**config.mk**
```make
export PLATFORM = sky130hd
export DESIGN_NAME = json_flat_object_tokenizer
export DESIGN_NICKNAME = d
export VERILOG_FILES = /design/src/design/tkn_pkg.sv /design/src/design/json_flat_object_tokenizer.sv /design/src/design/tkn_front.sv /design/src/design/tkn_queue.sv /design/src/design/tkn_back.sv
export SDC_FILE = /design/constraint.sdc
export NUM_CORES = 1
export LEC_CHECK = 0
export BUFFER_PORTS_ARGS = -buffer_cell sky130_fd_sc_hd__buf_2
export CAP_MARGIN = 40
export CORE_MARGIN = 2
export CORE_UTILIZATION = 23
export DETAILED_ROUTE_END_ITERATION = 7
export HOLD_SLACK_MARGIN = 0.03
export PLACE_DENSITY = 0.36
export SYNTH_ARGS = -nofsm -noshare
export SYNTH_HDL_FRONTEND = slang
export SYNTH_SLANG_ARGS = --single-unit
```
**constraint.sdc**
```tcl
create_clock -name clock -period 5.95 [get_ports clock]
set_input_delay 0.595 -clock clock [delete_from_list [all_inputs] [get_ports clock]]
set_output_delay 0.595 -clock clock [all_outputs]
set_load 0.1 [all_outputs]
```
**src/design/tkn_pkg.sv**
```systemverilog
`timescale 1ns / 1ps
// Shared types and constants for the flat JSON object tokenizer.
// No dependencies; every module of the block imports this package.
package tkn_pkg;

   // Most result words that one input word can cause.
   localparam int MAX_RESULTS = 3;

   // Default depth of the queue between the front and the back.
   localparam int QUEUE_DEPTH_DEFAULT = 4;

   typedef enum logic [3:0] {
      PH_OPEN         = 4'd0,
      PH_KEY_OR_CLOSE = 4'd1,
      PH_KEY_STR      = 4'd2,
      PH_KEY_ESC      = 4'd3,
      PH_KEY_HEX      = 4'd4,
      PH_COLON        = 4'd5,
      PH_VAL_START    = 4'd6,
      PH_VAL_STR      = 4'd7,
      PH_VAL_ESC      = 4'd8,
      PH_VAL_HEX      = 4'd9,
      PH_LITERAL      = 4'd10,
      PH_RAW          = 4'd11,
      PH_AFTER_VALUE  = 4'd12,
      PH_DONE         = 4'd13,
      PH_ERROR        = 4'd14
   } phase_type;

   typedef enum logic [2:0] {
      KIND_KEY_BYTE = 3'd0,
      KIND_VAL_BYTE = 3'd1,
      KIND_KEY_END  = 3'd2,
      KIND_VAL_END  = 3'd3,
      KIND_DONE     = 3'd4,
      KIND_ERROR    = 3'd5
   } kind_type;

   // All results caused by one input word, in order.
   typedef struct packed {
      logic [1:0]                   count;
      logic [MAX_RESULTS-1:0][7:0]  data;
      kind_type [MAX_RESULTS-1:0]   kind;
   } bundle_type;

endpackage

```
**src/design/json_flat_object_tokenizer.sv**
```systemverilog
`timescale 1ns / 1ps
// Top level of the streaming tokenizer for one flat JSON object.
// Depends on tkn_pkg, tkn_front, tkn_queue and tkn_back.
//
//   Channel   Direction  Handshake            Payload
//   req_      in         req_valid/req_stall  req_mode, req_in_byte
//   rsp_      out        rsp_valid/rsp_stall  rsp_out_byte, rsp_out_kind, rsp_last
//
// The front takes one input word per cycle while the bundle queue has room;
// the queue is QUEUE_DEPTH bundles deep and req_stall is high only while it is full.
// The back sends one result word per cycle while rsp_stall is low; an input word
// that causes n results (n is zero to three) gives n result words, and words with no
// result use only the front. Results pass through the queue and the output register.
// Reset is synchronous and active high; it returns the parser to expecting an opening
// brace and empties the queue and the output register.
module json_flat_object_tokenizer import tkn_pkg::*; #(
   parameter int QUEUE_DEPTH = QUEUE_DEPTH_DEFAULT
) (
   input  logic       clock,
   input  logic       reset,
   input  logic       req_valid,
   output logic       req_stall,
   input  logic       req_mode,
   input  logic [7:0] req_in_byte,
   output logic       rsp_valid,
   input  logic       rsp_stall,
   output logic [7:0] rsp_out_byte,
   output logic [2:0] rsp_out_kind,
   output logic       rsp_last
);

   // Bundle traffic between the three parts.
   logic       push;
   logic       pop;
   logic       queue_full;
   logic       queue_empty;
   bundle_type push_bundle;
   bundle_type head;

   // The front holds the whole parser state and classifies each byte in the
   // cycle it is accepted; every result that byte causes goes into one bundle.
   tkn_front u_front (
      .clock       (clock),
      .reset       (reset),
      .req_valid   (req_valid),
      .req_stall   (req_stall),
      .req_mode    (req_mode),
      .req_in_byte (req_in_byte),
      .queue_full  (queue_full),
      .push        (push),
      .push_bundle (push_bundle)
   );

   // The queue lets the front keep taking bytes while the back is held up by
   // a stalled result port or is still spelling out a multi-result bundle.
   tkn_queue #(
      .DEPTH (QUEUE_DEPTH)
   ) u_queue (
      .clock       (clock),
      .reset       (reset),
      .push        (push),
      .push_bundle (push_bundle),
      .full        (queue_full),
      .pop         (pop),
      .empty       (queue_empty),
      .head        (head)
   );

   // The back walks through the head bundle one result per cycle while rsp_stall is
   // low, and marks the final result of each input word with rsp_last.
   tkn_back u_back (
      .clock        (clock),
      .reset        (reset),
      .queue_empty  (queue_empty),
      .head         (head),
      .pop          (pop),
      .rsp_valid    (rsp_valid),
      .rsp_stall    (rsp_stall),
      .rsp_out_byte (rsp_out_byte),
      .rsp_out_kind (rsp_out_kind),
      .rsp_last     (rsp_last)
   );

endmodule

```
**src/design/tkn_front.sv**
```systemverilog
`timescale 1ns / 1ps
// Front part of the tokenizer: accepts input words, runs the parser state and
// gathers the results of each word into one bundle. Depends on tkn_pkg.
module tkn_front import tkn_pkg::*; (
   input  logic       clock,
   input  logic       reset,
   input  logic       req_valid,
   output logic       req_stall,
   input  logic       req_mode,
   input  logic [7:0] req_in_byte,
   input  logic       queue_full,
   output logic       push,
   output bundle_type push_bundle
);

   localparam logic [7:0] CH_TAB       = 8'h09;
   localparam logic [7:0] CH_LF        = 8'h0A;
   localparam logic [7:0] CH_VT        = 8'h0B;
   localparam logic [7:0] CH_FF        = 8'h0C;
   localparam logic [7:0] CH_CR        = 8'h0D;
   localparam logic [7:0] CH_SPACE     = 8'h20;
   localparam logic [7:0] CH_QUOTE     = 8'h22;
   localparam logic [7:0] CH_COMMA     = 8'h2C;
   localparam logic [7:0] CH_SLASH     = 8'h2F;
   localparam logic [7:0] CH_COLON     = 8'h3A;
   localparam logic [7:0] CH_BACKSLASH = 8'h5C;
   localparam logic [7:0] CH_LBRACE    = 8'h7B;
   localparam logic [7:0] CH_RBRACE    = 8'h7D;

   localparam logic [15:0] ONE_BYTE_LIMIT = 16'h0080;
   localparam logic [15:0] TWO_BYTE_LIMIT = 16'h0800;
   localparam logic [7:0]  UTF_LEAD2      = 8'hC0;
   localparam logic [7:0]  UTF_LEAD3      = 8'hE0;
   localparam logic [7:0]  UTF_CONT       = 8'h80;
   localparam logic [5:0]  UTF_MASK       = 6'h3F;

   phase_type   phase_ff, phase_in;
   logic [11:0] esc_ff, esc_in;
   logic [1:0]  hex_cnt_ff, hex_cnt_in;
   logic [2:0]  lit_idx_ff, lit_idx_in;
   logic        lit_false_ff, lit_false_in;
   logic        slash_ff, slash_in;
   logic        comment_ff, comment_in;

   logic        accept;
   logic        skip_phase;
   logic        key_phase;
   kind_type    byte_kind;
   logic        ws;
   logic        raw_ws;
   logic        act_en;
   logic        raw_en;
   logic        hex_ok;
   logic [3:0]  hex_v;
   logic [15:0] code;
   logic [2:0]  lit_len;
   logic [2:0]  lit_next;
   bundle_type  bun;

   function automatic bundle_type put_res(input bundle_type b, input logic [7:0] d,
                                          input kind_type k);
      bundle_type r;
      r = b;
      if (r.count < 2'(MAX_RESULTS)) begin
         r.data[r.count] = d;
         r.kind[r.count] = k;
         r.count = r.count + 2'd1;
      end
      return r;
   endfunction

   function automatic logic is_space(input logic [7:0] c);
      return c == CH_SPACE || c == CH_TAB || c == CH_LF || c == CH_VT ||
             c == CH_FF || c == CH_CR;
   endfunction

   function automatic logic [7:0] lit_char(input logic is_false, input logic [2:0] idx);
      logic [7:0] r;
      r = 8'h00;
      if (is_false) begin
         unique case (idx)
            3'd0: r = "f";
            3'd1: r = "a";
            3'd2: r = "l";
            3'd3: r = "s";
            3'd4: r = "e";
            default: r = 8'h00;
         endcase
      end else begin
         unique case (idx)
            3'd0: r = "t";
            3'd1: r = "r";
            3'd2: r = "u";
            3'd3: r = "e";
            default: r = 8'h00;
         endcase
      end
      return r;
   endfunction

   function automatic logic [7:0] esc_char(input logic [7:0] c);
      logic [7:0] r;
      unique case (c)
         "b":     r = 8'h08;
         "f":     r = 8'h0C;
         "n":     r = 8'h0A;
         "r":     r = 8'h0D;
         "t":     r = 8'h09;
         default: r = c;
      endcase
      return r;
   endfunction

   assign accept    = req_valid && !queue_full;
   assign req_stall = queue_full;

   assign skip_phase = phase_ff == PH_OPEN || phase_ff == PH_KEY_OR_CLOSE ||
                       phase_ff == PH_COLON || phase_ff == PH_VAL_START ||
                       phase_ff == PH_AFTER_VALUE;
   assign key_phase  = phase_ff == PH_KEY_STR || phase_ff == PH_KEY_ESC ||
                       phase_ff == PH_KEY_HEX;
   assign byte_kind  = key_phase ? KIND_KEY_BYTE : KIND_VAL_BYTE;
   assign ws         = is_space(req_in_byte);
   assign raw_ws     = ws || req_in_byte == CH_COMMA || req_in_byte == CH_RBRACE;
   assign lit_len    = lit_false_ff ? 3'd5 : 3'd4;
   assign lit_next   = lit_idx_ff + 3'd1;
   assign code       = {esc_ff, hex_v};

   always_comb begin
      hex_ok = 1'b1;
      hex_v  = 4'h0;
      if (req_in_byte >= "0" && req_in_byte <= "9") begin
         hex_v = 4'(req_in_byte - "0");
      end else if (req_in_byte >= "a" && req_in_byte <= "f") begin
         hex_v = 4'(req_in_byte - "a" + 8'd10);
      end else if (req_in_byte >= "A" && req_in_byte <= "F") begin
         hex_v = 4'(req_in_byte - "A" + 8'd10);
      end else begin
         hex_ok = 1'b0;
      end
   end

   always_comb begin
      phase_in     = phase_ff;
      esc_in       = esc_ff;
      hex_cnt_in   = hex_cnt_ff;
      lit_idx_in   = lit_idx_ff;
      lit_false_in = lit_false_ff;
      slash_in     = slash_ff;
      comment_in   = comment_ff;
      bun          = '0;
      act_en       = 1'b0;
      raw_en       = 1'b0;
      if (accept) begin
         if (req_mode) begin
            if (phase_ff != PH_DONE && phase_ff != PH_ERROR) begin
               bun = put_res(bun, 8'h00, KIND_ERROR);
            end
            phase_in     = PH_OPEN;
            esc_in       = '0;
            hex_cnt_in   = '0;
            lit_idx_in   = '0;
            lit_false_in = 1'b0;
            slash_in     = 1'b0;
            comment_in   = 1'b0;
         end else if (skip_phase) begin
            if (comment_ff) begin
               if (req_in_byte == CH_LF) begin
                  comment_in = 1'b0;
               end
            end else if (slash_ff) begin
               slash_in = 1'b0;
               if (req_in_byte == CH_SLASH) begin
                  comment_in = 1'b1;
               end else if (phase_ff == PH_VAL_START) begin
                  bun      = put_res(bun, CH_SLASH, KIND_VAL_BYTE);
                  phase_in = PH_RAW;
                  raw_en   = 1'b1;
               end else begin
                  bun      = put_res(bun, 8'h00, KIND_ERROR);
                  phase_in = PH_ERROR;
               end
            end else if (ws) begin
               phase_in = phase_ff;
            end else if (req_in_byte == CH_SLASH) begin
               slash_in = 1'b1;
            end else begin
               act_en = 1'b1;
            end
         end else begin
            act_en = 1'b1;
         end

         if (act_en) begin
            unique case (phase_ff)
               PH_OPEN: begin
                  if (req_in_byte == CH_LBRACE) begin
                     phase_in = PH_KEY_OR_CLOSE;
                  end else begin
                     bun      = put_res(bun, 8'h00, KIND_ERROR);
                     phase_in = PH_ERROR;
                  end
               end
               PH_KEY_OR_CLOSE, PH_AFTER_VALUE: begin
                  priority if (phase_ff == PH_AFTER_VALUE && req_in_byte == CH_COMMA) begin
                     phase_in = PH_KEY_OR_CLOSE;
                  end else if (req_in_byte == CH_RBRACE) begin
                     bun      = put_res(bun, 8'h00, KIND_DONE);
                     phase_in = PH_DONE;
                  end else if (req_in_byte == CH_QUOTE) begin
                     phase_in = PH_KEY_STR;
                  end else begin
                     bun      = put_res(bun, 8'h00, KIND_ERROR);
                     phase_in = PH_ERROR;
                  end
               end
               PH_KEY_STR, PH_VAL_STR: begin
                  if (req_in_byte == CH_QUOTE) begin
                     bun      = put_res(bun, 8'h00, key_phase ? KIND_KEY_END : KIND_VAL_END);
                     phase_in = key_phase ? PH_COLON : PH_AFTER_VALUE;
                  end else if (req_in_byte == CH_BACKSLASH) begin
                     phase_in = key_phase ? PH_KEY_ESC : PH_VAL_ESC;
                  end else begin
                     bun = put_res(bun, req_in_byte, byte_kind);
                  end
               end
               PH_KEY_ESC, PH_VAL_ESC: begin
                  if (req_in_byte == "u") begin
                     esc_in     = '0;
                     hex_cnt_in = '0;
                     phase_in   = key_phase ? PH_KEY_HEX : PH_VAL_HEX;
                  end else begin
                     bun      = put_res(bun, esc_char(req_in_byte), byte_kind);
                     phase_in = key_phase ? PH_KEY_STR : PH_VAL_STR;
                  end
               end
               PH_KEY_HEX, PH_VAL_HEX: begin
                  if (!hex_ok) begin
                     bun      = put_res(bun, 8'h00, KIND_ERROR);
                     phase_in = PH_ERROR;
                  end else if (hex_cnt_ff == 2'd3) begin
                     if (code < ONE_BYTE_LIMIT) begin
                        bun = put_res(bun, code[7:0], byte_kind);
                     end else if (code < TWO_BYTE_LIMIT) begin
                        bun = put_res(bun, UTF_LEAD2 | {3'b000, code[10:6]}, byte_kind);
                        bun = put_res(bun, UTF_CONT | {2'b00, code[5:0] & UTF_MASK},
                                      byte_kind);
                     end else begin
                        bun = put_res(bun, UTF_LEAD3 | {4'h0, code[15:12]}, byte_kind);
                        bun = put_res(bun, UTF_CONT | {2'b00, code[11:6] & UTF_MASK},
                                      byte_kind);
                        bun = put_res(bun, UTF_CONT | {2'b00, code[5:0] & UTF_MASK},
                                      byte_kind);
                     end
                     esc_in     = '0;
                     hex_cnt_in = '0;
                     phase_in   = key_phase ? PH_KEY_STR : PH_VAL_STR;
                  end else begin
                     esc_in     = {esc_ff[7:0], hex_v};
                     hex_cnt_in = hex_cnt_ff + 2'd1;
                  end
               end
               PH_COLON: begin
                  if (req_in_byte == CH_COLON) begin
                     phase_in = PH_VAL_START;
                  end else begin
                     bun      = put_res(bun, 8'h00, KIND_ERROR);
                     phase_in = PH_ERROR;
                  end
               end
               PH_VAL_START: begin
                  if (req_in_byte == CH_QUOTE) begin
                     phase_in = PH_VAL_STR;
                  end else if (req_in_byte == "t" || req_in_byte == "f") begin
                     bun          = put_res(bun, req_in_byte, KIND_VAL_BYTE);
                     lit_false_in = req_in_byte == "f";
                     lit_idx_in   = 3'd1;
                     phase_in     = PH_LITERAL;
                  end else begin
                     phase_in = PH_RAW;
                     raw_en   = 1'b1;
                  end
               end
               PH_RAW: begin
                  raw_en = 1'b1;
               end
               PH_LITERAL: begin
                  if (lit_idx_ff < lit_len &&
                      req_in_byte == lit_char(lit_false_ff, lit_idx_ff)) begin
                     bun = put_res(bun, req_in_byte, KIND_VAL_BYTE);
                     if (lit_next >= lit_len) begin
                        bun        = put_res(bun, 8'h00, KIND_VAL_END);
                        lit_idx_in = '0;
                        phase_in   = PH_AFTER_VALUE;
                     end else begin
                        lit_idx_in = lit_next;
                     end
                  end else begin
                     bun      = put_res(bun, 8'h00, KIND_ERROR);
                     phase_in = PH_ERROR;
                  end
               end
               default: begin
                  phase_in = phase_ff;
               end
            endcase
         end

         // A raw primitive runs to a comma, a closing brace or whitespace.
         if (raw_en) begin
            if (raw_ws) begin
               bun = put_res(bun, 8'h00, KIND_VAL_END);
               if (req_in_byte == CH_COMMA) begin
                  phase_in = PH_KEY_OR_CLOSE;
               end else if (req_in_byte == CH_RBRACE) begin
                  bun      = put_res(bun, 8'h00, KIND_DONE);
                  phase_in = PH_DONE;
               end else begin
                  phase_in = PH_AFTER_VALUE;
               end
            end else begin
               bun = put_res(bun, req_in_byte, KIND_VAL_BYTE);
            end
         end
      end
   end

   assign push        = accept && bun.count != 2'd0;
   assign push_bundle = bun;

   always_ff @(posedge clock) begin
      if (reset) begin
         phase_ff     <= PH_OPEN;
         esc_ff       <= '0;
         hex_cnt_ff   <= '0;
         lit_idx_ff   <= '0;
         lit_false_ff <= 1'b0;
         slash_ff     <= 1'b0;
         comment_ff   <= 1'b0;
      end else begin
         phase_ff     <= phase_in;
         esc_ff       <= esc_in;
         hex_cnt_ff   <= hex_cnt_in;
         lit_idx_ff   <= lit_idx_in;
         lit_false_ff <= lit_false_in;
         slash_ff     <= slash_in;
         comment_ff   <= comment_in;
      end
   end

   // A slash or a comment is only ever pending while whitespace is skipped.
   assert property (@(posedge clock) disable iff (reset)
      (slash_ff || comment_ff) |-> skip_phase)
      else $error("slash or comment pending outside a skip phase");

endmodule

```
**src/design/tkn_queue.sv**
```systemverilog
`timescale 1ns / 1ps
// Short queue of result bundles between the front and the back.
// Depends on tkn_pkg for the bundle type.
module tkn_queue import tkn_pkg::*; #(
   parameter int DEPTH = QUEUE_DEPTH_DEFAULT
) (
   input  logic       clock,
   input  logic       reset,
   input  logic       push,
   input  bundle_type push_bundle,
   output logic       full,
   input  logic       pop,
   output logic       empty,
   output bundle_type head
);

   localparam int PTR_W = (DEPTH > 1) ? $clog2(DEPTH) : 1;
   localparam int CNT_W = $clog2(DEPTH + 1);

   bundle_type        mem [DEPTH];
   logic [PTR_W-1:0]  wr_ptr_ff, wr_ptr_in;
   logic [PTR_W-1:0]  rd_ptr_ff, rd_ptr_in;
   logic [CNT_W-1:0]  count_ff, count_in;

   assign full  = count_ff == CNT_W'(DEPTH);
   assign empty = count_ff == '0;
   assign head  = mem[rd_ptr_ff];

   always_comb begin
      wr_ptr_in = wr_ptr_ff;
      rd_ptr_in = rd_ptr_ff;
      count_in  = count_ff;
      if (push) begin
         wr_ptr_in = (wr_ptr_ff == PTR_W'(DEPTH - 1)) ? '0 : wr_ptr_ff + 1'b1;
      end
      if (pop) begin
         rd_ptr_in = (rd_ptr_ff == PTR_W'(DEPTH - 1)) ? '0 : rd_ptr_ff + 1'b1;
      end
      if (push && !pop) begin
         count_in = count_ff + 1'b1;
      end else if (pop && !push) begin
         count_in = count_ff - 1'b1;
      end
   end

   always_ff @(posedge clock) begin
      if (push) begin
         mem[wr_ptr_ff] <= push_bundle;
      end
   end

   always_ff @(posedge clock) begin
      if (reset) begin
         wr_ptr_ff <= '0;
         rd_ptr_ff <= '0;
         count_ff  <= '0;
      end else begin
         wr_ptr_ff <= wr_ptr_in;
         rd_ptr_ff <= rd_ptr_in;
         count_ff  <= count_in;
      end
   end

   assert property (@(posedge clock) disable iff (reset) push |-> !full)
      else $error("push into a full queue");
   assert property (@(posedge clock) disable iff (reset) pop |-> !empty)
      else $error("pop from an empty queue");
   assert property (@(posedge clock) disable iff (reset) count_ff <= CNT_W'(DEPTH))
      else $error("queue count beyond depth");

endmodule

```
**src/design/tkn_back.sv**
```systemverilog
`timescale 1ns / 1ps
// Back part of the tokenizer: takes bundles from the queue and sends their
// results one word per unstalled cycle via an output register. Depends on tkn_pkg.
module tkn_back import tkn_pkg::*; (
   input  logic       clock,
   input  logic       reset,
   input  logic       queue_empty,
   input  bundle_type head,
   output logic       pop,
   output logic       rsp_valid,
   input  logic       rsp_stall,
   output logic [7:0] rsp_out_byte,
   output logic [2:0] rsp_out_kind,
   output logic       rsp_last
);

   logic       valid_ff, valid_in;
   logic [1:0] idx_ff, idx_in;
   logic [7:0] data_ff, data_in;
   kind_type   kind_ff, kind_in;
   logic       last_ff, last_in;
   logic       load;
   logic       take;
   logic       final_res;

   assign load      = !valid_ff || !rsp_stall;
   assign take      = load && !queue_empty;
   assign final_res = idx_ff == head.count - 2'd1;
   assign pop       = take && final_res;

   always_comb begin
      valid_in = load ? !queue_empty : valid_ff;
      idx_in   = idx_ff;
      data_in  = data_ff;
      kind_in  = kind_ff;
      last_in  = last_ff;
      if (take) begin
         idx_in  = final_res ? 2'd0 : idx_ff + 2'd1;
         data_in = head.data[idx_ff];
         kind_in = head.kind[idx_ff];
         last_in = final_res;
      end
   end

   always_ff @(posedge clock) begin
      if (reset) begin
         valid_ff <= 1'b0;
         idx_ff   <= '0;
      end else begin
         valid_ff <= valid_in;
         idx_ff   <= idx_in;
      end
   end

   always_ff @(posedge clock) begin
      data_ff <= data_in;
      kind_ff <= kind_in;
      last_ff <= last_in;
   end

   assign rsp_valid    = valid_ff;
   assign rsp_out_byte = data_ff;
   assign rsp_out_kind = kind_ff;
   assign rsp_last     = last_ff;

   // The position within the head bundle never runs past its result count.
   assert property (@(posedge clock) disable iff (reset)
      !queue_empty |-> idx_ff < head.count)
      else $error("result index beyond bundle count");

endmodule

```
* After elaboration in Yosys (flattened, before gate mapping)
Memory sizes are Yosys's and may differ from the RTL's. A register that Yosys moved wholly into a read port is not among the register bits. Index checks and enable logic that the tools add are counted.
Storage, ports and cells: register bits after elaboration 46, bits in writable memories 140, output and inout port bits 14, logic and storage cells 427, memories kept 1
Memory list:
- u_queue.mem | depth 4, width 35, read ports 1, clocked after Yosys merged registers in 1, wr ports 1, line tkn_queue.sv:20 | bundle_type mem [DEPTH];
Cells by class: $add $sub $neg 20, order comparisons 32, equality and inequality tests 44, mux-type cells 234, bitwise operators 29, reduce and logical (&&, ||, !) cells 52
Operators with widths (number):
- 35-bit two-way mux | 73
- 35-bit case mux with 8 select lines | 1
- 24-bit bitwise mux | 9
- 8-bit two-way mux | 16
- 8-bit demux with 2-bit select | 7
- 4-bit two-way mux | 28
- 24-bit AND | 4
- 24-bit NOT | 4
- 8-bit by 7-bit == test with 1-bit output, second input constant | 9
- 12-bit two-way mux | 5
- 3-bit two-way mux | 18
- 9-bit bitwise mux | 5
- 1-bit two-way mux | 43
- 3-bit demux with 2-bit select | 7
- 8-bit by 4-bit == test with 1-bit output, second input constant | 5
- 8-bit by 6-bit == test with 1-bit output, second input constant | 5
- 8-bit case mux with 5 select lines | 1
- 4-bit case mux with 9 select lines | 1
- 7-bit case mux with 5 select lines | 1
- 34-bit two-way mux | 1
- 7-bit case mux with 4 select lines | 1
- 6-bit AND | 4
- 2-bit by 3-bit less-than comparator with 1-bit output, second input constant | 8
- 6-bit NOT | 4
- 49 further kinds | 151

* Logic depth before layout (Yosys ltp)
Gate-level depths: netlist (run 1).
word-level depth 75, gate-level depth with buffers 21, gate-level depth less buffers 20

* Modules after synthesis
A second synthesis (run 1) with hierarchy kept.
Unflattened totals: cell total of the unflattened synthesis 1004, area total of the unflattened synthesis 11026.8 um^2
By module, submodules not included:
- tkn_queue | times used 1, cells each 227, area an instance 5542.8 um^2, sequential area each 4384.2 um^2
- tkn_front | times used 1, cells each 707, area an instance 4722.0 um^2, sequential area each 480.5 um^2
- tkn_back | times used 1, cells each 70, area an instance 762.0 um^2, sequential area each 420.4 um^2

* Worst setup path after synthesis (run 1)
No wires, ideal clock.
path type input -> register, start input port req_in_byte[7], end register u_queue.count_ff[2], data arrival time 5151 ps, required time 5880 ps, setup slack 729 ps, cell stages on the path 21, path buffers 3, cells stage by stage buf_2 or4b_4 o2111ai_2 o21bai_2 clkbuf_1 clkbuf_1 ha_1 or3b_2 a21oi_1 a221oi_1 o221ai_1 a311oi_1 a21oi_1 a21oi_2 a31oi_4 ha_1 inv_1 fa_1 xor2_1 or3_1 a21oi_1
On the way: longest elaborated chain between the ends 51, elaborated cells between the ends (all ways) 156, those cells by class add/sub: 7; order compare: 15; eq/ne: 17; mux: 98; reduce/logical: 19
RTL lines:
- start: declaration | line json_flat_object_tokenizer.sv:24 | input logic [7:0] req_in_byte,
- 8-bit by 6-bit == test with 1-bit output | line tkn_front.sv:173, tkn_front.sv:185
- 35-bit two-way mux | line tkn_front.sv:173 | if (req_in_byte == CH_SLASH) begin
- 35-bit two-way mux | line tkn_front.sv:171 | end else if (slash_ff) begin
- 35-bit two-way mux | line tkn_front.sv:167 | if (comment_ff) begin
- 35-bit two-way mux | line tkn_front.sv:166 | end else if (skip_phase) begin
- 35-bit two-way mux | line tkn_front.sv:155 | if (req_mode) begin
- 35-bit two-way mux | line tkn_front.sv:154 | if (accept) begin
- 2-bit by 1-bit adder with 2-bit output / 2-bit less-than comparator (equally long branches) | line tkn_front.sv:67, tkn_front.sv:64
- [36 not listed]
- 35-bit two-way mux (*) | line tkn_front.sv:310 | if (raw_en) begin
- 35-bit two-way mux (*) | line tkn_front.sv:154
- 2-bit nonzero test (*) | line tkn_front.sv:328 | assign push = accept && bun.count != 2'd0;
- 1-bit logical AND (*) | line tkn_front.sv:328
- named net push | line json_flat_object_tokenizer.sv:33 | logic push;
- 1-bit logical NOT | line tkn_queue.sv:41 | end else if (pop && !push) begin
- 1-bit logical AND | line tkn_queue.sv:41
- 2-bit nonzero test (no line)
- end signal: assignment | line tkn_queue.sv:60 | count_ff <= count_in;
- end: declaration | line tkn_queue.sv:23 | logic [CNT_W-1:0] count_ff, count_in;
The timed path passes the listed nets; every way through them passes the cells marked *. The select of a mux whose other input is x is not followed. A chain may end at the register's enable or synchronous reset.

* Final worst setup path (run 1)
start register u_front.lit_idx_ff[0], end register u_queue.count_ff[2]
On the way: longest elaborated chain between the ends 29, elaborated cells between the ends (all ways) 43, those cells by class add/sub: 3; order compare: 4; eq/ne: 5; mux: 23; reduce/logical: 8
RTL lines:
- start: declaration | line tkn_front.sv:40 | logic [2:0] lit_idx_ff, lit_idx_in;
- start signal: assignment | line tkn_front.sv:344 | lit_idx_ff <= lit_idx_in;
- 3-bit == test (tied with other cells) | line tkn_front.sv:81 | unique case (idx)
- 7-bit case mux with 5 select lines / 7-bit case mux with 4 select lines (equally long branches) | line tkn_front.sv:81, tkn_front.sv:90
- 8-bit two-way mux | line tkn_front.sv:80 | if (is_false) begin
- 8-bit two-way mux | line tkn_front.sv:195 | unique case (phase_ff)
- 8-bit two-way mux | line tkn_front.sv:194 | if (act_en) begin
- 8-bit two-way mux | line tkn_front.sv:154
- 8-bit == test | line tkn_front.sv:289 | req_in_byte == lit_char(lit_false_ff, lit_idx_ff)) begin
- 1-bit logical AND | line tkn_front.sv:288 | if (lit_idx_ff < lit_len &&
- [14 not listed]
- 35-bit two-way mux (*) | line tkn_front.sv:310
- 35-bit two-way mux (*) | line tkn_front.sv:154
- 2-bit nonzero test (*) | line tkn_front.sv:328
- 1-bit logical AND (*) | line tkn_front.sv:328
- named net push | line json_flat_object_tokenizer.sv:33
- 1-bit logical NOT | line tkn_queue.sv:41
- 1-bit logical AND | line tkn_queue.sv:41
- 2-bit nonzero test (no line)
Marked as above.

==> results of run 1 <==
## through the flow
step	worst slack, ns	hold WS (ns)
after floorplan	0.729	0.458
after global placement	0.736	0.451
after detailed placement	0.749	0.464
after CTS	0.802	0.375
after global routing	0.473	0.401
final	0.801	0.399
## worst max-delay path: cells and delay by family, from the launching register on
kind	cells	cell delay [ns]
AOI/OAI and AO/OA	6	2.12
adders and majority gates	3	1.00
and+or+nand+nor	3	0.87
DFF	1	0.40
xor gates and xnor gates	2	0.38
buffers and inverters	2	0.29
## final cells by class
| class | instances | area [sq um] |
|---|---|---|
| fill | 4951 | 34200 |
| sequential | 188 | 5290 |
| multi-input combinational | 712 | 5190 |
| tap | 607 | 759 |
| timing repair buffer | 67 | 460 |
| clock buffer | 18 | 429 |
| clock inverter | 14 | 176 |
| inverter | 41 | 154 |
## synth_stat cells (9+ instances only)
library cell    n  area, sq um
o32ai_1         9         78.8
mux4_2         35          788
dfxtp_1        36          721
ha_1           37          463
nand3_1        31          155
buf_1          10         37.5
inv_1          39          146
or3_1          10         62.6
a21oi_1        75          375
xnor2_1        10         87.6
nand2b_1       19          119
edfxtp_1      152         4560
a22oi_1        15          113
a211oi_1       12         90.1
o21ai_0        45          225
nor2_1         95          357
clkbuf_1       49          184
nand2_1        71          267
mux2i_1        19          190
nor3_1         23          115
and2_1         11         68.8
a31oi_1        13         81.3
o22ai_1        21          131
## sequential cells by signal, indices dropped and copies added, names as in the netlist, named ones only
register and count:
u_queue.mem 140, u_front.esc_ff 12, u_back.rsp_out_byte 8, u_front.phase_ff 4
u_back.rsp_out_kind 3, u_front.lit_idx_ff 3, u_queue.count_ff 3, u_back.idx_ff 2
u_front.hex_cnt_ff 2, u_queue.rd_ptr_ff 2, u_queue.wr_ptr_ff 2, u_back.rsp_last 1
u_back.rsp_valid 1, u_front.comment_ff 1, u_front.lit_false_ff 1, u_front.slash_ff 1
## metal layers
layer,track usage (%),vias up
li1,-,3900
met1,20.6,4268
met2,24.8,225
met3,2.49,51
met4,4.88,0
met5,0,-
## where the power goes
part	switching [mW]	internal [mW]	total, mW
combinational	1.32	0.610	1.93
sequential	0.0756	1.71	1.78
clock	0.557	0.638	1.19
## cells by family (layout without fill, tap and decap cells)
family                   count (synthesis)  after routing
AO/OA/AOI/OAI                          287            287
flip-flops                             188            188
adder cells (fa/ha/maj)                 38             38
AND/OR/NAND/NOR                        317            317
buffers and inverters                  107            140
multiplexers                            56             56
XOR/XNOR                                14             14
## final timing paths
kind / cells past startpoint / startpoint / endpoint
max reg2reg: 16 / u_front.lit_idx_ff[0] / u_queue.count_ff[2]
max: 16 / u_front.lit_idx_ff[0] / u_queue.count_ff[2]
min reg2reg: 2 / u_back.rsp_valid / u_back.rsp_valid
min: 3 / rsp_stall / u_back.rsp_valid
==> out/metrics.sh, run 1 <==
STATUS='finished with violations'
FAILING_CHECKS='design-rule violations'
SYNTH_TOP_FAMILY_BY_AREA='compound AO/OA/AOI/OAI gates'
FINCLKSKEW_NS=0.0313
IR_WORST_VDD_mV=0.197
HOLD_CLASS='in -> reg'
CRIT_SLOWEST_CELL='a2111oi_0'
REQUIRED_NS=6.33
TOP_SIGNAL_LAYER_USED='met4'
POST_DRT_WL_PER_CELL_MICRONS=22.6
MOST-COMMON-LAYOUT-CELLS='152 x edfxtp_1, 95 x nor2_1, 75 x a21oi_1'
SYNTHESIS.NETS=1058
FIN_TNS_SETUP_NS=0
YOSYS-MUX-AREA-FRACTION_PCT=9.19
TYPE_OF_THE_WORST_SETUP_PATH='reg -> reg'
CTS.REPAIR_TIMING.SETUP_BUFFER_COUNT=0
RSZ_0062_RAISED_AFTER_GLOBAL_ROUTING='false'
MOSTFREQUENTLAYOUTCELL='edfxtp_1'
DRT_ITER0_DRC=728
AVGSYNTHCELLAREA_SQ_UM=10.8
DIE_H_MICRONS=222
MAXIMUM_ACHIEVABLE_FREQUENCY_GHz=0.194
CTS.ROOT.BUFFER_CELL='clkbuf_16'
GP_ROUTABILITY_CONGESTION=0.879
SYNTHESIS.YOSYS.WARNINGS=0
CLKSLEWWORSTSETUPHOLDPATHS_NS=0.08
PWR_TOTAL_mW=4.91
CTS.PATH.MAX_BUFFERS=2
YOSYSUNIQUECELLTYPES=91
GRT_OVERFLOW_TOTAL=0
REPORT.FINAL.SETUP_VIOL=0
SYNTHXORXNORAREAFRAC_PCT=1.13
POST_DP_CELL_AREA_SQ_UM=11900
ROWS=79
REGTOREGSETUPSLACK_NS=0.80
DIE_AREA_SQ_UM=49100
YS_DOMINANT_REG_CELL='edfxtp_1'
FINAL_CRITICAL_DELAY_INCLUDING_SETUP_AND_EXTERNAL_DELAYS_NS=5.15
ANTENNA_FOUND_INITIAL=1
FINAL_UTIL_PCT=26.7
HOLD_BUFS_AT_CTS=0
CPPEAKSTAGEDELAY_NS=0.73
SYN_AREA_SQ_UM=10900
NUMCTSBUFFERS=17
FINAL_NUMBER_OF_HOLD_VIOLATING_ENDPOINTS=0
DETAIL_ROUTE.DRC_VIOLATIONS=2
CRIT_CHAIN='inv_1 -> ha_1 -> nor3_1 -> a2111oi_0 -> xnor2_1 -> a21oi_2 -> and2_1 -> o21ai_1 -> a31o_4 -> a31oi_4 -> ha_1 -> inv_1 -> fa_1 -> xor2_1 -> or3_1 -> a21oi_1'
GLOBAL_ROUTER_S_OVERALL_RESOURCE_USAGE_PCT=15.2
SYNTH_ENABLE_FLOP_CELLS=152
DRT-MET1-WL_MICRONS=17600
FINALINSTANCEAREA_SQ_UM=12500
FINAL_NUMBER_OF_MAX_TRANSITION_VIOLATIONS=0
POST_DRT_VIA_CELL_RATIO=5.13
YOSYSSEQAREASHARE_PCT=48.5
DPL.CELL_COUNT=1615
MET2_WIRELENGTH_MICRONS=17400
SYNTHADDERAREAFRAC_PCT=4.44
ASYNCSETRESETFLOPFRACSYNTH_PCT=0
MAXIMUM_NUMBER_OF_PINS_ON_ONE_NET_BEFORE_GLOBAL_ROUTE_REPAIR=39
CTS-HTREE-LEVELS=4
VIA_COUNT=8444
TRITONCTS='built'
ANTENNA_LEFT=0
NUMCLOCKSINKS=188
DIODES=0
IO_BUFFER_COUNT=26
STARTPOINT_TYPE='register'
WORSTMARGINPINSLEW_NS=0.916
GRT_PASS1_VIAS=8498
SYNTH-COMPOUND-AREA-SHARE_PCT=18.2
DESIGN.CORE.AREA_SQ_UM=46700
CRITICAL_PATH.MAX_FANOUT=15
DESIGN.PORTCOUNT=27
DIE_X_EXTENT_MICRONS=222
WORSTPATHARRIVAL_NS=5.53
SYNTH.FF_LATCH_COUNT=188
SHARE_OF_POST_ROUTE_CELLS_WITH_DRIVE_STRENGTH_ABOVE_1_PCT=16.5
DESIGN.FINAL.NETS=1078
DETAIL_ROUTE.FIRST_PASS.ITERATIONS=7
AREA_DELTA_SYNTH_FINAL_PCT=14.4
CRITPATHCAPTURETYPE='register'
MET3_LENGTH_MICRONS=1430
POST_CTS_RESIZED=0
STATIC-LEAKAGE-POWER_nW=4.23
MAX_SLEW_MARGIN_PCT=38.8
TIMING.FINAL.CRIT_SHARE_PCT=86.5
GRT_PASS1_WL_MICRONS=55800
SYNTHESIS.INSTANCES=1007
FINALNONFILLERCELLS=1647
INSERTION_DELAY_NS=0.46
START_UTIL_PCT=23.3
POST_SYNTH_AND_OR_NAND_NOR_AREA_FRACTION_PCT=14.6
TOTAL_POWER_DENSITY_PER_CELL_AREA_nW_PER_UM2=394
ROUTED_WL_MICRONS=37300
DRV_CAP=0
PLACE_HPWL_MICRONS=27000
Power figures use the tool's default switching activity.
==> run 2: changes to the inputs <==
--- a/config.mk
+++ b/config.mk
@@ -11,7 +11,7 @@
 export CORE_UTILIZATION = 23
 export DETAILED_ROUTE_END_ITERATION = 7
 export HOLD_SLACK_MARGIN = 0.03
-export PLACE_DENSITY = 0.36
+export PLACE_DENSITY = 0.34
 export SYNTH_ARGS = -nofsm -noshare
 export SYNTH_HDL_FRONTEND = slang
 export SYNTH_SLANG_ARGS = --single-unit
==> run 2 against run 1 <==
The run still ends with design-rule violations left. Non-clock buffer count rose by 6. Worst setup slack improved by 0.24 ns. Cell count rose by 0.24%. Sequential power barely moved. Via count rose by 0.60%. Clock power barely moved. Core utilization barely moved. Fmax rose by 4.9%. Routed wire length rose by 1.4%. Critical endpoint unchanged. Largest cell class unchanged. Largest power group unchanged.
==> out/metrics.sh, run 2 (synthesized netlist as in run 1, its figures left out) <==
STATUS='finished with violations'  # unchanged
FAILING_CHECKS='design-rule violations'  # unchanged
SEQUENTIALPOWERSHARE_PCT=36.7  # was 36.3%
MAXIMUM_NUMBER_OF_PINS_ON_ONE_NET_BEFORE_GLOBAL_ROUTE_REPAIR=39  # unchanged
DPL.CELL_COUNT=1621  # was 1,615
START_UTIL_PCT=23.3  # unchanged
DESIGN.CORE.AREA_SQ_UM=46700  # unchanged
FINAL_UTIL_PCT=26.7  # about the same
POWER.SWITCHING_FRACTION_PCT=39.1  # was 39.8%
SHARE_COMB_OF_TOTAL_POWER_PCT=39.2  # was 39.3%
FIN_TNS_SETUP_NS=0  # unchanged
DIODES=0  # unchanged
NUMCTSBUFFERS=17  # unchanged
ANTENNA_FOUND_INITIAL=0  # was 1
TOTAL_POWER_DENSITY_PER_CELL_AREA_nW_PER_UM2=391  # was 394 nW/um^2
INSERTION_DELAY_NS=0.45  # was 0.46 ns
DRT_ITER0_DRC=675  # was 728
ROWS=79  # unchanged
CLKSLEWWORSTSETUPHOLDPATHS_NS=0.07  # was 0.08 ns
TIMING.CRITICAL_PATH.MODE_CELL='a21oi_1'
ROUTED_WL_MICRONS=37800  # was 37,300 microns
TIMING.FINAL.CRIT_SHARE_PCT=82.5  # was 86.5%
TRITONCTS='built'  # unchanged
VIA_COUNT=8495  # was 8,444
TIMING.CRITICAL_PATH.MAX_DELAY_FAMILY='compound AO/OA/AOI/OAI gates'  # unchanged
MAX_SLEW_MARGIN_PCT=45.8  # was 38.8%
STATIC-LEAKAGE-POWER_nW=4.25  # was 4.23 nW
PATH_BUF_INV=1  # was 2
DPL_WORST_SLACK_NS=0.713  # was 0.749 ns
CTS.ROOT.BUFFER_CELL='clkbuf_16'  # unchanged
FINCLKSKEW_NS=0.0126  # was 0.0313 ns
GRT_OVERFLOW_TOTAL=0  # unchanged
STARTPOINT_TYPE='register'  # unchanged
DETAIL_ROUTE.FIRST_PASS.ITERATIONS=7  # unchanged
LARGEST_REGISTER_FF_COUNT=140  # unchanged
CRITPATHCAPTURETYPE='register'  # unchanged
CRITICAL_PATH.MAX_FANOUT=12  # was 15
GRT_PASS1_WL_MICRONS=56800  # was 55,800 microns
FINAL_NUMBER_OF_MAX_TRANSITION_VIOLATIONS=0  # unchanged
DIE_X_EXTENT_MICRONS=222  # unchanged
CTS-HTREE-LEVELS=4  # unchanged
ANTENNA_LEFT=0  # unchanged
REQUIRED_NS=6.32  # was 6.33 ns
DESIGN.PORTCOUNT=27  # unchanged
DRV_CAP=0  # unchanged
POWER_SWITCHING_mW=1.91  # was 1.95 mW
CRIT_SLOWEST_CELL='dfxtp_1'  # was a2111oi_0
MAXIMUM_ACHIEVABLE_FREQUENCY_GHz=0.204  # was 0.194 GHz
SETUP_WS_NS=1.04  # was 0.801 ns
IR_WORST_VDD_mV=0.163  # was 0.197 mV
IO_BUFFER_COUNT=26  # unchanged
INTERNAL-POWER_mW=2.97  # was 2.95 mW
MOST-COMMON-LAYOUT-CELLS='152 x edfxtp_1, 95 x nor2_1, 75 x a21oi_1'  # unchanged
WORSTPATHARRIVAL_NS=5.28  # was 5.53 ns
REPORT.FINAL.SETUP_VIOL=0  # unchanged
MOSTFREQUENTLAYOUTCELL='edfxtp_1'  # unchanged
AREA_DELTA_SYNTH_FINAL_PCT=14.5  # was 14.4%
LARGEST-REGISTER='u_queue.mem'  # unchanged
PLACE_HPWL_MICRONS=27600  # was 27,000 microns
SHARE_CLK_OF_TOTAL_POWER_PCT=24.2  # was 24.4%
DIE_H_MICRONS=222  # unchanged
SHARE_OF_POST_ROUTE_CELLS_WITH_DRIVE_STRENGTH_ABOVE_1_PCT=16.8  # was 16.5%
CPPEAKSTAGEDELAY_NS=0.63  # was 0.73 ns
GP_ROUTABILITY_CONGESTION=0.866  # was 0.879
DESIGN.FINAL.NETS=1084  # was 1,078
CRIT_CHAIN='nand2b_1 -> mux2_2 -> o21bai_2 -> ha_1 -> or3b_2 -> a21oi_1 -> a221oi_1 -> o221ai_1 -> a311oi_1 -> a21oi_1 -> a21oi_2 -> a31oi_4 -> ha_1 -> inv_1 -> fa_1 -> xor2_1 -> or3_1 -> a21oi_1'  # was inv_1 -> ha_1 -> nor3_1 -> a2111oi_0 -> xnor2_1 -> a21oi_2 -> and2_1 -> o21ai_1 -> a31o_4 -> a31oi_4 -> ha_1 -> inv_1 -> fa_1 -> xor2_1 -> or3_1 -> a21oi_1
GLOBAL_ROUTER_S_OVERALL_RESOURCE_USAGE_PCT=15.6  # was 15.2%
POST_DRT_WL_PER_CELL_MICRONS=22.9  # was 22.6 microns
POST_CTS_RESIZED=0  # unchanged
RSZ_0062_RAISED_AFTER_GLOBAL_ROUTING='false'  # unchanged
HOLD_BUFS_AT_CTS=0  # unchanged
FINAL.HOLD.WORST_SLACK_NS=0.417  # was 0.399 ns
DIE_AREA_SQ_UM=49100  # unchanged
HOLD_CLASS='in -> reg'  # unchanged
CTS.REPAIR_TIMING.SETUP_BUFFER_COUNT=0  # unchanged
CTS.PATH.MAX_BUFFERS=2  # unchanged
WORSTMARGINPINSLEW_NS=0.802  # was 0.916 ns
NUMCLOCKSINKS=188  # unchanged
FINAL_NUMBER_OF_HOLD_VIOLATING_ENDPOINTS=0  # unchanged
FINALNONFILLERCELLS=1651  # was 1,647
FINAL_CRITICAL_DELAY_INCLUDING_SETUP_AND_EXTERNAL_DELAYS_NS=4.91  # was 5.15 ns
TYPE_OF_THE_WORST_SETUP_PATH='reg -> reg'  # unchanged
GRT_PASS1_VIAS=8568  # was 8,498
POST_DRT_VIA_CELL_RATIO=5.15  # was 5.13
DETAIL_ROUTE.DRC_VIOLATIONS=2  # unchanged
==> run 2: cell types whose count changed in the layout (fill, tap and decap cells not counted) <==
cell	before	now
buf_2	27	26
buf_4	38	47
inv_8	4	2
bufinv_16	2	3
clkinv_8	1	0
clkinv_1	2	3
clkinvlp_4	2	1
buf_12	2	0
==> run 2: stage by stage <==
| stage | total power, mW | instance area, sq um |
|---|---|---|
| floorplan | 3.22 | 10900 |
| global placement | 3.78 | 11900 |
| detailed placement | 3.76 | 11900 |
| CTS | 4.95 | 12500 |
| global route | 5.16 | 12500 |
| finish | 4.88 | 12500 |
==> run 2: area by class of cell <==
class / count / area, sq um
Multi-Input combinational cell: 712 / 5190
Tap cell: 607 / 759
Clock buffer: 18 / 429
Fill cell: 4935 / 34200
Clock inverter: 12 / 164
Inverter: 41 / 154
Timing Repair Buffer: 73 / 483
Sequential cell: 188 / 5290
==> run 2: worst paths after layout <==
kind                       startpoint             endpoint  slack [ns]  depth (start not counted)
setup / recovery  u_front.phase_ff[0]  u_queue.count_ff[2]        1.04                         18
hold / removal              rsp_stall     u_back.rsp_valid        0.42                          3
setup reg to reg  u_front.phase_ff[0]  u_queue.count_ff[2]        1.04                         18
hold reg to reg      u_back.rsp_valid     u_back.rsp_valid        0.48                          2
==> run 2: tightest hold or removal path: stages <==
cell and delay, ns:
buf_2 0.11, nand2_1 0.05, a21oi_1 0.05
==> run 2: power groups by stage <==
stage                     Clock (mW)  Sequential, mW  Combinational (mW)
after floorplan                    0            2.12                1.10
after global placement             0            1.82                1.96
after detailed placement           0            1.82                1.94
after CTS                       1.22            1.79                1.94
after global routing            1.28            1.81                2.08
final                           1.18            1.79                1.91
==> run 2: metal layers <==
layer	GRT usage, %	vias up	wire (microns)
met5	0	-	0
met4	6.04	0	1180
met3	2.53	71	1520
met2	25.2	231	17700
met1	20.8	4284	17400
li1	-	3909	-
==> run 3: changes to the inputs <==
==> constraint.sdc (replaced) <==
create_clock -name clock -period 5.1 [get_ports clock]
set_input_delay 0.51 -clock clock [delete_from_list [all_inputs] [get_ports clock]]
set_output_delay 0.51 -clock clock [all_outputs]
set_load 0.1 [all_outputs]
==> run 3 against run 2 <==
The run still ends with design-rule violations left. Flip-flop and latch count unchanged. Worst setup slack worse by 0.49 ns. Non-clock buffer count grew 25. Critical path type unchanged. Largest power group unchanged. Highest routed layer unchanged.
==> out/metrics.sh, run 3 (synthesized netlist as in run 1, its figures left out) <==
STATUS='finished with violations'  # unchanged
FAILING_CHECKS='design-rule violations'  # unchanged
LARGEST_REGISTER_FF_COUNT=140  # unchanged
ANTENNA_FOUND_INITIAL=0  # unchanged
POST_CTS_RESIZED=0  # unchanged
FINCLKSKEW_NS=0.0146  # was 0.0126 ns
DIE_X_EXTENT_MICRONS=222  # unchanged
HOLDPATHSTAGES=3  # unchanged
REQUIRED_NS=5.48  # was 6.32 ns
GRT_PASS1_VIAS=8696  # was 8,568
WORSTSETUPPATHDEPTH=16  # was 18
DIE_AREA_SQ_UM=49100  # unchanged
FILLER_CELL_COUNT=4938  # was 4,935
CRITICAL_PATH.MAX_FANOUT=7  # was 12
VIA_COUNT=8525  # was 8,495
DRV_CAP=0  # unchanged
POST_DRT_WL_PER_CELL_MICRONS=22.7  # was 22.9 microns
CLKSLEWWORSTSETUPHOLDPATHS_NS=0.08  # was 0.07 ns
STATIC-LEAKAGE-POWER_nW=4.41  # was 4.25 nW
FINAL_UTIL_PCT=27.3  # was 26.7%
DETAIL_ROUTE.FIRST_PASS.ITERATIONS=7  # unchanged
START_UTIL_PCT=23.3  # unchanged
DESIGN.FINAL.NETS=1109  # was 1,084
CTS.REPAIR_TIMING.SETUP_BUFFER_COUNT=0  # unchanged
POST_DRT_VIA_CELL_RATIO=5.08  # was 5.15
INSERTION_DELAY_NS=0.46  # was 0.45 ns
TIMING.CRITICAL_PATH.MAX_DELAY_FAMILY='simple AND/OR/NAND/NOR gates'  # was compound AO/OA/AOI/OAI gates
NUMCLOCKSINKS=188  # unchanged
STARTPOINT_TYPE='register'  # unchanged
TOTAL_POWER_DENSITY_PER_CELL_AREA_nW_PER_UM2=457  # was 391 nW/um^2
DESIGN.CORE.AREA_SQ_UM=46700  # unchanged
FINAL_NUMBER_OF_HOLD_VIOLATING_ENDPOINTS=0  # unchanged
FIN_TNS_SETUP_NS=0  # unchanged
ROWS=79  # unchanged
ANTENNA_LEFT=0  # unchanged
RSZ_0062_RAISED_AFTER_GLOBAL_ROUTING='false'  # unchanged
IR_WORST_VDD_mV=0.246  # was 0.163 mV
GP_ROUTABILITY_CONGESTION=0.872  # was 0.866
IO_BUFFER_COUNT=26  # unchanged
CRIT_CHAIN='inv_1 -> ha_1 -> nor3_1 -> a21oi_1 -> or4_1 -> a21oi_2 -> and2_1 -> mux2i_1 -> a21oi_2 -> a31oi_4 -> ha_1 -> inv_1 -> fa_1 -> xor2_1 -> or3_1 -> a21oi_1'  # was nand2b_1 -> mux2_2 -> o21bai_2 -> ha_1 -> or3b_2 -> a21oi_1 -> a221oi_1 -> o221ai_1 -> a311oi_1 -> a21oi_1 -> a21oi_2 -> a31oi_4 -> ha_1 -> inv_1 -> fa_1 -> xor2_1 -> or3_1 -> a21oi_1
DESIGN.PORTCOUNT=27  # unchanged
PLACE_HPWL_MICRONS=28000  # was 27,600 microns
CTS.PATH.MAX_BUFFERS=2  # unchanged
NUMCTSBUFFERS=17  # unchanged
GRT_PASS1_WL_MICRONS=57500  # was 56,800 microns
AREA_DELTA_SYNTH_FINAL_PCT=16.8  # was 14.5%
CTS-HTREE-LEVELS=4  # unchanged
MAXIMUM_ACHIEVABLE_FREQUENCY_GHz=0.220  # was 0.204 GHz
HOLD_CLASS='in -> reg'  # unchanged
MAXIMUM_NUMBER_OF_PINS_ON_ONE_NET_BEFORE_GLOBAL_ROUTE_REPAIR=39  # unchanged
DIODES=0  # unchanged
CRITPATHCAPTURETYPE='register'  # unchanged
DRT_ITER0_DRC=746  # was 675
HOLD_BUFS_AT_CTS=0  # unchanged
DETAIL_ROUTE.DRC_VIOLATIONS=4  # was 2
R2R.WORST_PATH.CELLS=16  # was 18
GLOBAL_ROUTER_S_OVERALL_RESOURCE_USAGE_PCT=15.7  # was 15.6%
MOSTFREQUENTLAYOUTCELL='edfxtp_1'  # unchanged
GRT_OVERFLOW_TOTAL=0  # unchanged
SHARE_OF_POST_ROUTE_CELLS_WITH_DRIVE_STRENGTH_ABOVE_1_PCT=19.0  # was 16.8%
CPPEAKSTAGEDELAY_NS=0.51  # was 0.63 ns
REPORT.FINAL.SETUP_VIOL=0  # unchanged
ROUTED_WL_MICRONS=38100  # was 37,800 microns
TYPE_OF_THE_WORST_SETUP_PATH='reg -> reg'  # unchanged
WORSTPATHARRIVAL_NS=4.94  # was 5.28 ns
TIMING.FINAL.CRIT_SHARE_PCT=89.3  # was 82.5%
PATH_BUF_INV=2  # was 1
FINAL_NUMBER_OF_MAX_TRANSITION_VIOLATIONS=0  # unchanged
DIE_H_MICRONS=222  # unchanged
WORSTMARGINPINSLEW_NS=0.819  # was 0.802 ns
TRITONCTS='built'  # unchanged
CRIT_SLOWEST_CELL='dfxtp_1'  # unchanged
FINAL_CRITICAL_DELAY_INCLUDING_SETUP_AND_EXTERNAL_DELAYS_NS=4.55  # was 4.91 ns
MAX_SLEW_MARGIN_PCT=44.7  # was 45.8%
LARGEST-REGISTER='u_queue.mem'  # unchanged
SETUP_WS_NS=0.546  # was 1.04 ns
MOST-COMMON-LAYOUT-CELLS='152 x edfxtp_1, 95 x nor2_1, 75 x a21oi_1'  # unchanged
DPL_WORST_SLACK_NS=0.335  # was 0.713 ns
CTS.ROOT.BUFFER_CELL='clkbuf_16'  # unchanged
-- run 3: cell count changes in the layout (fill, tap and decap cells not counted), sizes merged --
cell / previous run / this run
clkinv: 6 / 7
inv: 43 / 46
clkbuf: 18 / 17
clkinvlp: 1 / 0
buf: 73 / 98
-- run 3: layer usage --
layer / share of wire, % / up-vias / GRT usage (%)
met5: 0 / - / 0
met2: 49 / 196 / 26.5
li1: - / 3980 / -
met1: 46 / 4309 / 20.8
met4: 1.5 / 0 / 4.14
met3: 3.6 / 40 / 2.80
-- run 3: final timing paths --
path,from,to,slack [ns]
max,u_front.lit_idx_ff[0],u_queue.count_ff[2],0.55
min,rsp_stall,u_back.rsp_valid,0.31
max reg2reg,u_front.lit_idx_ff[0],u_queue.count_ff[2],0.55
min reg2reg,u_back.rsp_valid,u_back.rsp_valid,0.47
-- run 3: report_power, final --
part	leakage [nW]	total (mW)	switching (mW)	internal, mW
Sequential	1.78	2.07	0.0746	1.99
Combinational	2.32	2.32	1.57	0.746
Clock	0.310	1.43	0.641	0.790
-- run 3: worst min-delay path: stages --
cell     delay [ns]
buf_2          0.10
nand2_1        0.05
a21oi_1        0.05
-- run 3: final cells by class --
type	instances	area (sq um)	share of cell area [%]
clock inverter	15	203	1.59
tap	607	759	5.97
multi-input combinational	712	5190	40.8
clock buffer	17	425	3.34
sequential	188	5290	41.6
timing repair buffer	98	703	5.53
inverter	41	154	1.21
-- run 3: metrics by stage --
stage	hold slack (ns)	area (sq um)	std cells	total power, mW
4_1_cts	0.271	12700	1678	5.92
5_1_grt	0.298	12700	1678	6.14
3_5_place_dp	0.465	12100	1646	4.46
6_report	0.307	12700	1678	5.81
3_3_place_gp	0.456	12100	1644	4.47
2_1_floorplan	0.458	10900	1007	3.75
